[src/design/assert_macros.svh]
// ----------------------------------------------------------------------------
// Assertion macros
// Shared concurrent assertion forms, clocked on clk and disabled in reset.
// ----------------------------------------------------------------------------
`ifndef ASSERT_MACROS_SVH
`define ASSERT_MACROS_SVH

// Property holds at every clock edge outside reset.
`define ASSERT_ALWAYS(label, prop, msg) \
	label: assert property (@(posedge clk) disable iff (!arst_n) (prop)) else $error(msg);

// Antecedent implies consequent (use |-> or |=> inside the property).
`define ASSERT_IMPLY(label, ante, cons, msg) \
	label: assert property (@(posedge clk) disable iff (!arst_n) (ante) |-> (cons)) \
		else $error(msg);

// Antecedent implies consequent in the next cycle.
`define ASSERT_NEXT(label, ante, cons, msg) \
	label: assert property (@(posedge clk) disable iff (!arst_n) (ante) |=> (cons)) \
		else $error(msg);

`endif

[src/design/dfsp_pkg.sv]
// ----------------------------------------------------------------------------
// Frame sync parser package
// Types, constants and header classification shared by the parser modules.
// ----------------------------------------------------------------------------
package dfsp_pkg;

	typedef logic [7:0] byte_t;

	localparam byte_t SYNC_BYTE = 8'h5A;

	// Scan phases of the byte hunter
	typedef enum logic [1:0] {
		PH_HUNT   = 2'd0,
		PH_HDR1   = 2'd1,
		PH_HDR2   = 2'd2,
		PH_GATHER = 2'd3
	} scan_phase_t;

	// Accepted frame kinds
	typedef enum logic [1:0] {
		KIND_HEAD = 2'd0,
		KIND_BODY = 2'd1,
		KIND_TAIL = 2'd2
	} frame_kind_t;

	// Header type codes and frame lengths
	localparam logic [1:0]  TYPE_HEAD = 2'd2;
	localparam logic [1:0]  TYPE_BODY = 2'd0;
	localparam logic [1:0]  TYPE_TAIL = 2'd1;
	localparam logic [12:0] LEN_HEAD  = 13'd20;
	localparam logic [12:0] LEN_BODY  = 13'd17;
	localparam logic [12:0] LEN_TAIL  = 13'd12;
	localparam logic [12:0] AMP_BASE  = 13'd4096;

	// Input beat
	typedef struct packed {
		byte_t stream_byte;
	} stream_beat_t;

	// Result beat
	typedef struct packed {
		logic [1:0]  frame_kind;
		logic [31:0] event_number;
		logic [47:0] timestamp_ticks;
		logic [6:0]  channel_count;
		logic [5:0]  frontend_id;
		logic [6:0]  channel_number;
		logic [23:0] baseline_raw;
		logic [12:0] amplitude;
	} frame_beat_t;

	// Header classification
	typedef struct packed {
		logic        ok;
		frame_kind_t kind;
	} hdr_class_t;

	// Scanner to result stage
	typedef struct packed {
		logic        done;
		frame_kind_t kind;
	} scan_evt_t;

	function automatic hdr_class_t classify(input byte_t h1, input byte_t h2);
		logic [1:0]  typ;
		logic [12:0] len;
		hdr_class_t  c;
		typ = h1[6:5];
		len = {h1[4:0], h2};
		c.ok = 1'b1;
		c.kind = KIND_HEAD;
		if (typ == TYPE_HEAD && len == LEN_HEAD) begin
			c.kind = KIND_HEAD;
		end else if (typ == TYPE_BODY && len == LEN_BODY) begin
			c.kind = KIND_BODY;
		end else if (typ == TYPE_TAIL && len == LEN_TAIL) begin
			c.kind = KIND_TAIL;
		end else begin
			c.ok = 1'b0;
		end
		return c;
	endfunction

	function automatic logic [4:0] kind_len(input frame_kind_t k);
		logic [4:0] n;
		unique case (k)
			KIND_HEAD: n = LEN_HEAD[4:0];
			KIND_BODY: n = LEN_BODY[4:0];
			KIND_TAIL: n = LEN_TAIL[4:0];
			default:   n = LEN_TAIL[4:0];
		endcase
		return n;
	endfunction

endpackage

[src/design/dfsp_stream_if.sv]
// ----------------------------------------------------------------------------
// Stream channel interface
// Valid/ready channel carrying one payload beat of type T.
// ----------------------------------------------------------------------------
interface dfsp_stream_if #(
	parameter type T = logic [7:0]
);
	logic valid;
	logic ready;
	T     data;

	modport source (output valid, output data, input ready);
	modport sink   (input valid, input data, output ready);
endinterface

[src/design/dfsp_input_reg.sv]
// ----------------------------------------------------------------------------
// Frame sync parser input register
// Registers each incoming byte beat; refills in the cycle it is consumed.
// ----------------------------------------------------------------------------
module dfsp_input_reg (
	input  logic           clk,
	input  logic           arst_n,
	dfsp_stream_if.sink    stream,
	input  logic           take,
	output logic           valid_s1,
	output dfsp_pkg::byte_t byte_s1
);
	import dfsp_pkg::*;

	// Accept when empty or when the held beat leaves this cycle
	assign stream.ready = !valid_s1 || take;

	// Hold valid
	always_ff @(posedge clk or negedge arst_n) begin
		if (!arst_n) begin
			valid_s1 <= 1'b0;
		end else if (stream.ready) begin
			valid_s1 <= stream.valid;
		end
	end

	// Capture payload
	always_ff @(posedge clk) begin
		if (stream.valid && stream.ready) begin
			byte_s1 <= stream.data.stream_byte;
		end
	end
endmodule

[src/design/dfsp_scanner.sv]
// ----------------------------------------------------------------------------
// Frame sync parser scanner
// Hunts for the sync byte, checks the header and gathers frame bytes.
// ----------------------------------------------------------------------------
`include "assert_macros.svh"

module dfsp_scanner #(
	parameter int MAX_FRAME_BYTES = 20
) (
	input  logic                clk,
	input  logic                arst_n,
	input  logic                step,
	input  dfsp_pkg::byte_t     byte_s1,
	output dfsp_pkg::scan_evt_t evt,
	output dfsp_pkg::byte_t     store_q [MAX_FRAME_BYTES]
);
	import dfsp_pkg::*;

	localparam int TW = $clog2(MAX_FRAME_BYTES + 1);
	localparam int IW = $clog2(MAX_FRAME_BYTES);

	scan_phase_t    phase_q, phase_d;
	byte_t          hdr1_q;
	logic [TW-1:0]  taken_q;
	frame_kind_t    kind_q;

	hdr_class_t     hdr;
	logic [TW-1:0]  taken_inc;
	logic           frame_end;

	// Header and gather bookkeeping
	assign hdr       = classify(hdr1_q, byte_s1);
	assign taken_inc = taken_q + TW'(1);
	assign frame_end = taken_inc >= TW'(kind_len(kind_q));

	// Next phase
	always_comb begin
		phase_d = phase_q;
		unique case (phase_q)
			PH_HUNT: begin
				if (byte_s1 == SYNC_BYTE) phase_d = PH_HDR1;
			end
			PH_HDR1: begin
				phase_d = PH_HDR2;
			end
			PH_HDR2: begin
				if (hdr.ok) phase_d = PH_GATHER;
				else if (hdr1_q == SYNC_BYTE) phase_d = PH_HDR2;
				else if (byte_s1 == SYNC_BYTE) phase_d = PH_HDR1;
				else phase_d = PH_HUNT;
			end
			PH_GATHER: begin
				if (frame_end) phase_d = PH_HUNT;
			end
			default: phase_d = PH_HUNT;
		endcase
	end

	// Completion event
	always_comb begin
		evt.done = 1'b0;
		evt.kind = kind_q;
		unique case (phase_q)
			PH_GATHER: evt.done = step && frame_end;
			default:   evt.done = 1'b0;
		endcase
	end

	// Advance phase
	always_ff @(posedge clk or negedge arst_n) begin
		if (!arst_n) begin
			phase_q <= PH_HUNT;
		end else if (step) begin
			phase_q <= phase_d;
		end
	end

	// Track header byte, gather count and kind
	always_ff @(posedge clk or negedge arst_n) begin
		if (!arst_n) begin
			hdr1_q  <= '0;
			taken_q <= '0;
			kind_q  <= KIND_HEAD;
		end else if (step) begin
			if (phase_q == PH_HDR1) begin
				hdr1_q <= byte_s1;
			end else if (phase_q == PH_HDR2) begin
				if (hdr.ok) begin
					taken_q <= TW'(3);
					kind_q  <= hdr.kind;
				end else if (hdr1_q == SYNC_BYTE) begin
					hdr1_q <= byte_s1;
				end
			end else if (phase_q == PH_GATHER) begin
				taken_q <= frame_end ? '0 : taken_inc;
			end
		end
	end

	// Fill frame store
	always_ff @(posedge clk) begin
		if (step) begin
			if (phase_q == PH_HDR2 && hdr.ok) begin
				store_q[0] <= SYNC_BYTE;
				store_q[1] <= hdr1_q;
				store_q[2] <= byte_s1;
			end else if (phase_q == PH_GATHER) begin
				store_q[taken_q[IW-1:0]] <= byte_s1;
			end
		end
	end

	`ASSERT_IMPLY(a_count_idle, phase_q != PH_GATHER, taken_q == '0, "count not clear")
	`ASSERT_IMPLY(a_count_bound, phase_q == PH_GATHER,
		taken_q < TW'(kind_len(kind_q)) && taken_q >= TW'(3), "count out of frame")
	`ASSERT_NEXT(a_done_hunt, evt.done, phase_q == PH_HUNT, "no hunt after frame")
endmodule

[src/design/dfsp_result_reg.sv]
// ----------------------------------------------------------------------------
// Frame sync parser result register
// Decodes the finished frame from the store and holds the result beat.
// ----------------------------------------------------------------------------
`include "assert_macros.svh"

module dfsp_result_reg #(
	parameter int MAX_FRAME_BYTES = 20
) (
	input  logic                clk,
	input  logic                arst_n,
	input  logic                step,
	input  dfsp_pkg::scan_evt_t evt,
	input  dfsp_pkg::byte_t     store_q [MAX_FRAME_BYTES],
	output logic                can_take,
	dfsp_stream_if.source       frame
);
	import dfsp_pkg::*;

	frame_beat_t res;
	frame_beat_t res_q;
	logic        valid_q;
	logic        load;

	// Room for a new beat when empty or draining
	assign can_take = !valid_q || frame.ready;
	assign load     = step && evt.done;

	// Decode fields by kind; absent fields stay zero
	always_comb begin
		res = '0;
		res.frame_kind = evt.kind;
		case (evt.kind)
			KIND_HEAD: begin
				res.event_number    = {store_q[10], store_q[11], store_q[12], store_q[13]};
				res.timestamp_ticks = {store_q[4], store_q[5], store_q[6],
					store_q[7], store_q[8], store_q[9]};
				res.channel_count   = store_q[14][6:0];
			end
			KIND_BODY: begin
				res.frontend_id    = store_q[3][5:0];
				res.channel_number = store_q[4][6:0];
				res.baseline_raw   = {store_q[6], store_q[7], store_q[8]};
				res.amplitude      = AMP_BASE - {1'b0, store_q[9][3:0], store_q[10]};
			end
			default: begin
				res.event_number = {store_q[4], store_q[5], store_q[6], store_q[7]};
			end
		endcase
	end

	// Hold valid until taken
	always_ff @(posedge clk or negedge arst_n) begin
		if (!arst_n) begin
			valid_q <= 1'b0;
		end else if (load) begin
			valid_q <= 1'b1;
		end else if (frame.ready) begin
			valid_q <= 1'b0;
		end
	end

	// Capture payload
	always_ff @(posedge clk) begin
		if (load) begin
			res_q <= res;
		end
	end

	assign frame.valid = valid_q;
	assign frame.data  = res_q;

	`ASSERT_IMPLY(a_no_overwrite, load, !valid_q || frame.ready, "result overwritten")
	`ASSERT_NEXT(a_load_shows, load, valid_q, "loaded result not shown")
	`ASSERT_ALWAYS(a_kind_legal, !valid_q || res_q.frame_kind != 2'd3, "bad kind out")
endmodule

[src/design/detector_frame_sync_parser_unit.sv]
// ----------------------------------------------------------------------------
// Detector frame sync parser
// Scans a byte stream for sync 0x5A, checks head/body/tail headers, gathers
// each frame and emits one decoded result beat per completed frame.
// ----------------------------------------------------------------------------
//  Channel  | Dir | Beat                 | Notes
//  stream   | in  | stream_byte (8 bit)  | one raw byte per beat
//  frame    | out | decoded frame fields | one beat per completed frame
//
// One byte per cycle sustained while no result waits on a stalled frame; a
// byte is parsed after acceptance (input register to scanner) and its result
// shows on the next edge, held in the result register.
// Reset clears the scan state and both valid flags; the frame store is not
// cleared, every field is read only after it is written within its frame.
// A stall on frame holds the scanner only while a result is waiting.
// ----------------------------------------------------------------------------
module detector_frame_sync_parser_unit #(
	parameter int MAX_FRAME_BYTES = 20
) (
	input  logic          clk,
	input  logic          arst_n,
	dfsp_stream_if.sink   stream,
	dfsp_stream_if.source frame
);
	import dfsp_pkg::*;

	logic      valid_s1;
	byte_t     byte_s1;
	logic      can_take;
	logic      step;
	scan_evt_t evt;
	byte_t     store_q [MAX_FRAME_BYTES];

	// Parse the held byte when the result side has room
	assign step = valid_s1 && can_take;

	dfsp_input_reg u_input (
		.clk      (clk),
		.arst_n   (arst_n),
		.stream   (stream),
		.take     (step),
		.valid_s1 (valid_s1),
		.byte_s1  (byte_s1)
	);

	dfsp_scanner #(
		.MAX_FRAME_BYTES (MAX_FRAME_BYTES)
	) u_scanner (
		.clk     (clk),
		.arst_n  (arst_n),
		.step    (step),
		.byte_s1 (byte_s1),
		.evt     (evt),
		.store_q (store_q)
	);

	dfsp_result_reg #(
		.MAX_FRAME_BYTES (MAX_FRAME_BYTES)
	) u_result (
		.clk      (clk),
		.arst_n   (arst_n),
		.step     (step),
		.evt      (evt),
		.store_q  (store_q),
		.can_take (can_take),
		.frame    (frame)
	);
endmodule

[src/flat_wrapper.sv]
// flat-port wrapper written by rule: the top's interface ports become plain ports
module detector_frame_sync_parser_unit_flat import dfsp_pkg::*;
#(
	parameter int MAX_FRAME_BYTES = 20
)
  (clk, arst_n, stream_valid, stream_data, stream_ready, frame_valid, frame_data, frame_ready);
  dfsp_stream_if #(.T(stream_beat_t)) stream_i ();
  dfsp_stream_if #(.T(frame_beat_t)) frame_i ();
  input  logic clk;
  input  logic arst_n;
  input wire logic [$bits(stream_i.valid)-1:0] stream_valid;
  input wire logic [$bits(stream_i.data)-1:0] stream_data;
  output wire logic [$bits(stream_i.ready)-1:0] stream_ready;
  output wire logic [$bits(frame_i.valid)-1:0] frame_valid;
  output wire logic [$bits(frame_i.data)-1:0] frame_data;
  input wire logic [$bits(frame_i.ready)-1:0] frame_ready;
  assign stream_i.valid = stream_valid;
  assign stream_i.data = stream_data;
  assign stream_ready = stream_i.ready;
  assign frame_valid = frame_i.valid;
  assign frame_data = frame_i.data;
  assign frame_i.ready = frame_ready;
  detector_frame_sync_parser_unit #(.MAX_FRAME_BYTES(MAX_FRAME_BYTES)) u_core (.clk(clk), .arst_n(arst_n), .stream(stream_i), .frame(frame_i));
endmodule
[config.mk]
export PLATFORM = sky130hd
export DESIGN_NAME = detector_frame_sync_parser_unit_flat
export DESIGN_NICKNAME = d
export VERILOG_FILES = /design/src/design/dfsp_pkg.sv /design/src/design/dfsp_stream_if.sv /design/src/design/dfsp_input_reg.sv /design/src/design/dfsp_scanner.sv /design/src/design/dfsp_result_reg.sv /design/src/design/detector_frame_sync_parser_unit.sv /design/src/flat_wrapper.sv
export VERILOG_INCLUDE_DIRS = /design/src /design/src/design
export SDC_FILE = /design/constraint.sdc
export NUM_CORES = 1
export LEC_CHECK = 0
export BUFFER_PORTS_ARGS = -buffer_cell sky130_fd_sc_hd__buf_4
export CELL_PAD_IN_SITES_DETAIL_PLACEMENT = 1
export CELL_PAD_IN_SITES_GLOBAL_PLACEMENT = 2
export CORE_MARGIN = 8
export CORE_UTILIZATION = 36
export CTS_CLUSTER_SIZE = 16
export DETAILED_ROUTE_END_ITERATION = 6
export GPL_TIMING_DRIVEN = 0
export MAX_ROUTING_LAYER = met4
export PLACE_DENSITY_LB_ADDON = 0.1
export SYNTH_ARGS = -nofsm -noshare
export SYNTH_HDL_FRONTEND = slang
export SYNTH_SLANG_ARGS = --single-unit
[constraint.sdc]
create_clock -name clk -period 8.4 [get_ports clk]
set_input_delay 0.84 -clock clk [delete_from_list [all_inputs] [get_ports clk]]
set_output_delay 0.84 -clock clk [all_outputs]
set_load 0.03 [all_outputs]
==> summary.txt <==
Global route
  – First-pass GRT wire length: between 30000 and 40000 um
  – GRT Residual Overflow: 0
  – GRT Util Overall: 0.151
  – Largest net degree at the start of global routing: 38
  – Initial antenna violation count: 1
  – Vias in the first global route: ~6100

Critical path
  – Crit Path Max Fanout: 37
  – Crit path to: u_core.u_result.frame.data[38]
  – Worst R2R Start: u_core.u_scanner.kind_q[0]
  – Crit Path Class: register to register
  – Reg2Reg Setup Slack: 3990 ps
  – Crit path launch: u_core.u_scanner.kind_q[0]
  – Data required time of the critical path: a little under 9000 ps
  – Startpoint Class: register
  – CP Capture Type: register
  – Worst Path Arrival: ~4700 ps
  – RR Endpoint: u_core.u_result.frame.data[38]
  – Worst-case reg-to-reg path depth: 12

STA
  – Minimum clock period: around 4400 ps
  – Final Setup Violations: 0
  – Peak Freq: 227 MHz
  – Max-slew violations: 0
  – Final hold viol count: 0
  – RSZ-0062 raised after global routing: no
  – Period utilisation layout: 0.525
  – Clock Skew: 12.0 ps
  – Final setup TNS: 0 ps
  – Worst-margin pin slew: 1240 ps
  – Slew Limit Headroom: 0.169

Synthesis
  – #FFs+latches synth: between 200 and 300
  – Post-synth cell types: 48
  – Area share of the largest cell type after synthesis: 0.732
  – Cell taking the most area after synthesis: edfxtp_1
  – Post-synth top flop: edfxtp_1
  – Synthesized Nets: about 630
  – Total of warnings raised by yosys: 0
  – Post-Syn Area: 0.00984 mm^2
  – Post-synth EDFFs: 240
  – Synth cell count leaders: edfxtp_1, and2_1, nand2_1, nand2b_1, o21ai_0
  – Syn avg cell area: ~16 um^2
  – Top post-synthesis cells by area: edfxtp_1, and2_1, dfrtp_1, nand2b_1, ha_1
  – Ys async rst share: 0.0734
  – Most frequent cell after synthesis: edfxtp_1
  – Mapped Cells: a little over 600
  – Sequential element share of the synthesized area: 0.781

Power
  – Pwr Density: about 240 mW/mm^2
  – Leakage: between 4 and 5 nW
  – Max IR drop VDD: between 100 and 150 uV

CTS
  – Post_cts resized: 0
  – Setup Fix Bufs, Post-CTS: 0
  – TritonCTS clock tree: done
  – Hold buffer count at cts: 0
  – Root Buffer Master: clkbuf_16
  – Clock Latency Late Sink: about 520 ps
  – CTS HTree Levels: 1
  – Clk buf depth: 3
  – Clock buffers created by TritonCTS: 27
  – Reg clk slew, reported paths: ~60 ps
  – Sink Count: between 200 and 300

Drt
  – Drt pass-1 iters: 4
  – Vias per cell: between 4 and 5
  – Initial DRC count: about 240
  – # DRC: 0
  – Post-route ant nets: 0
  – Vias after detailed routing: around 5500
  – Post-DR wirelength/cell: roughly 21 um
  – Final wirelength: approximately 24000 um

Finish
  – Multi-input gate area in the final layout: ~0.002 mm^2
  – FILL cells: 2685
  – Ratio of cells with drive above 1 in the final layout: 0.262
  – N_diodes: 0
  – # nets final: approximately 820
  – Area growth from synthesis to layout: 25.2%
  – Register area: between 0.007 and 0.008 mm^2
  – Finished Core Util: 0.459

Floorplan
  – Die width: about 180 um
  – Core footprint: 0.0269 mm^2
  – IO Count: around 150
  – Row Count: 60
  – Die area: between 0.03 and 0.04 mm^2
  – Initial Util: 0.366
  – DIE HEIGHT: about 180 um

Worst hold path
  – Hold crit path type: input pin to async pin

Place
  – PortBufs: ~150
  – DP Wirelength: around 17000 um
  – Last weighted congestion value of the routability-driven placer: ~0.77

Run status
  – Outcome: finished clean

Flow run
  – Max Cap Viol: 0
-- layer usage --
| layer | part of all wire | wire [um] | track usage | vias up |
|---|---|---|---|---|
| met5 | 0 | 0 | - | - |
| met4 | 0.018 | 444 | 0.0354 | 0 |
| met3 | 0.049 | 1180 | 0.0265 | 37 |
| met2 | 0.50 | 12100 | 0.257 | 133 |
| met1 | 0.43 | 10500 | 0.186 | 2789 |
| li1 | - | - | - | 2583 |
-- layout by cell type, fill, tap and decap left out, types with 2 or more instances in the layout --
cell type and n:
and2_1 99, o21ai_0 26, o31ai_1 5, clkinv_1 11, a22o_1 8, ha_1 12, edfxtp_1 240, xor2_1 9
buf_12 4, nand4b_1 3, inv_1 12, nand2_1 36, nor3_1 9, clkinv_2 5, nand2b_1 29, nor2_1 22
mux2_2 8, buf_4 153, dfrtp_1 19, a21o_2 2, nor4_1 4, a21oi_1 4, clkbuf_1 24, xnor2_1 2
clkbuf_16 27, nor3b_1 2, bufinv_16 2, nand3_1 6, nor4b_1 2, a22oi_1 2
-- cell families (layout without fill, tap and decap cells) --
kind of cell	count (synthesis)	count (layout)	share of synthesized area
multiplexers	9	9	0.0102
AND/OR/NAND/NOR	224	224	0.131
buffers and inverters	36	241	0.0150
AO/OA/AOI/OAI	57	57	0.0381
XOR/XNOR	11	11	0.00979
adder cells (fa/ha/maj)	12	12	0.0153
flip-flops	259	259	0.781
-- worst max-delay path: stages, from the launching register on --
cell,delay [ps]
dfrtp_1,390
clkbuf_1,430
nand2b_1,180
inv_1,190
clkbuf_1,490
ha_1,330
or3b_2,440
a21oi_1,220
a21oi_1,100
o21ai_1,630
nor2_4,260
buf_12,270
buf_12,190
-- per-stage QoR --
stage	std cells	hold slack [ps]	setup slack [ps]	power, W	instance area (um^2)
global placement	1101	492	-2980	0.00185	11400
finish	1154	192	3990	0.00294	12300
global route	1154	199	3720	0.00306	12300
CTS	1154	188	3850	0.00298	12300
floorplan	608	423	322	0.00176	9840
detailed placement	1105	501	3880	0.00187	11500
-- cell type report --
type                            count  share of cell area
Inverter                           12             0.00366
Clock inverter                     19              0.0109
Buffer                             24             0.00833
Clock buffer                       30              0.0557
Timing Repair Buffer              156              0.0991
Multi-Input combinational cell    313               0.164
Tap cell                          341              0.0346
Sequential cell                   259               0.623
-- sequential cells by signal, indices dropped and copies added (netlist names) --
signal	cells
u_core.u_scanner.phase_q	2
u_core.u_scanner.hdr1_q	8
u_core.u_input.valid_s1	1
u_core.u_result.frame.valid	1
u_core.u_input.byte_s1	8
u_core.u_scanner.kind_q	2
u_core.u_scanner.taken_q	5
u_core.u_result.frame.data	139
u_core.u_scanner.store_q	93
-- worst min-delay path by stage --
stage	start	to	slack, ps	cells after the start
2_1_floorplan	u_core.u_scanner.kind_q[0]	u_core.u_result.frame.data[137]	420	0
3_3_place_gp	u_core.u_scanner.hdr1_q[2]	u_core.u_scanner.hdr1_q[2]	490	1
3_5_place_dp	u_core.u_scanner.hdr1_q[7]	u_core.u_scanner.hdr1_q[7]	500	1
4_1_cts	arst_n	u_core.u_input.valid_s1	190	1
5_1_grt	arst_n	u_core.u_scanner.hdr1_q[0]	200	1
6_report	arst_n	u_core.u_result.frame.valid	190	1
-- where the power goes --
group / leakage (nW) / switching [W] / internal, W
Combinational: 1.63 / 0.000182 / 0.000121
Sequential: 2.29 / 0.0000589 / 0.00148
Clock: 0.401 / 0.000462 / 0.000644
Total: 4.32 / 0.000703 / 0.00224
Power figures use the tool's default switching activity.
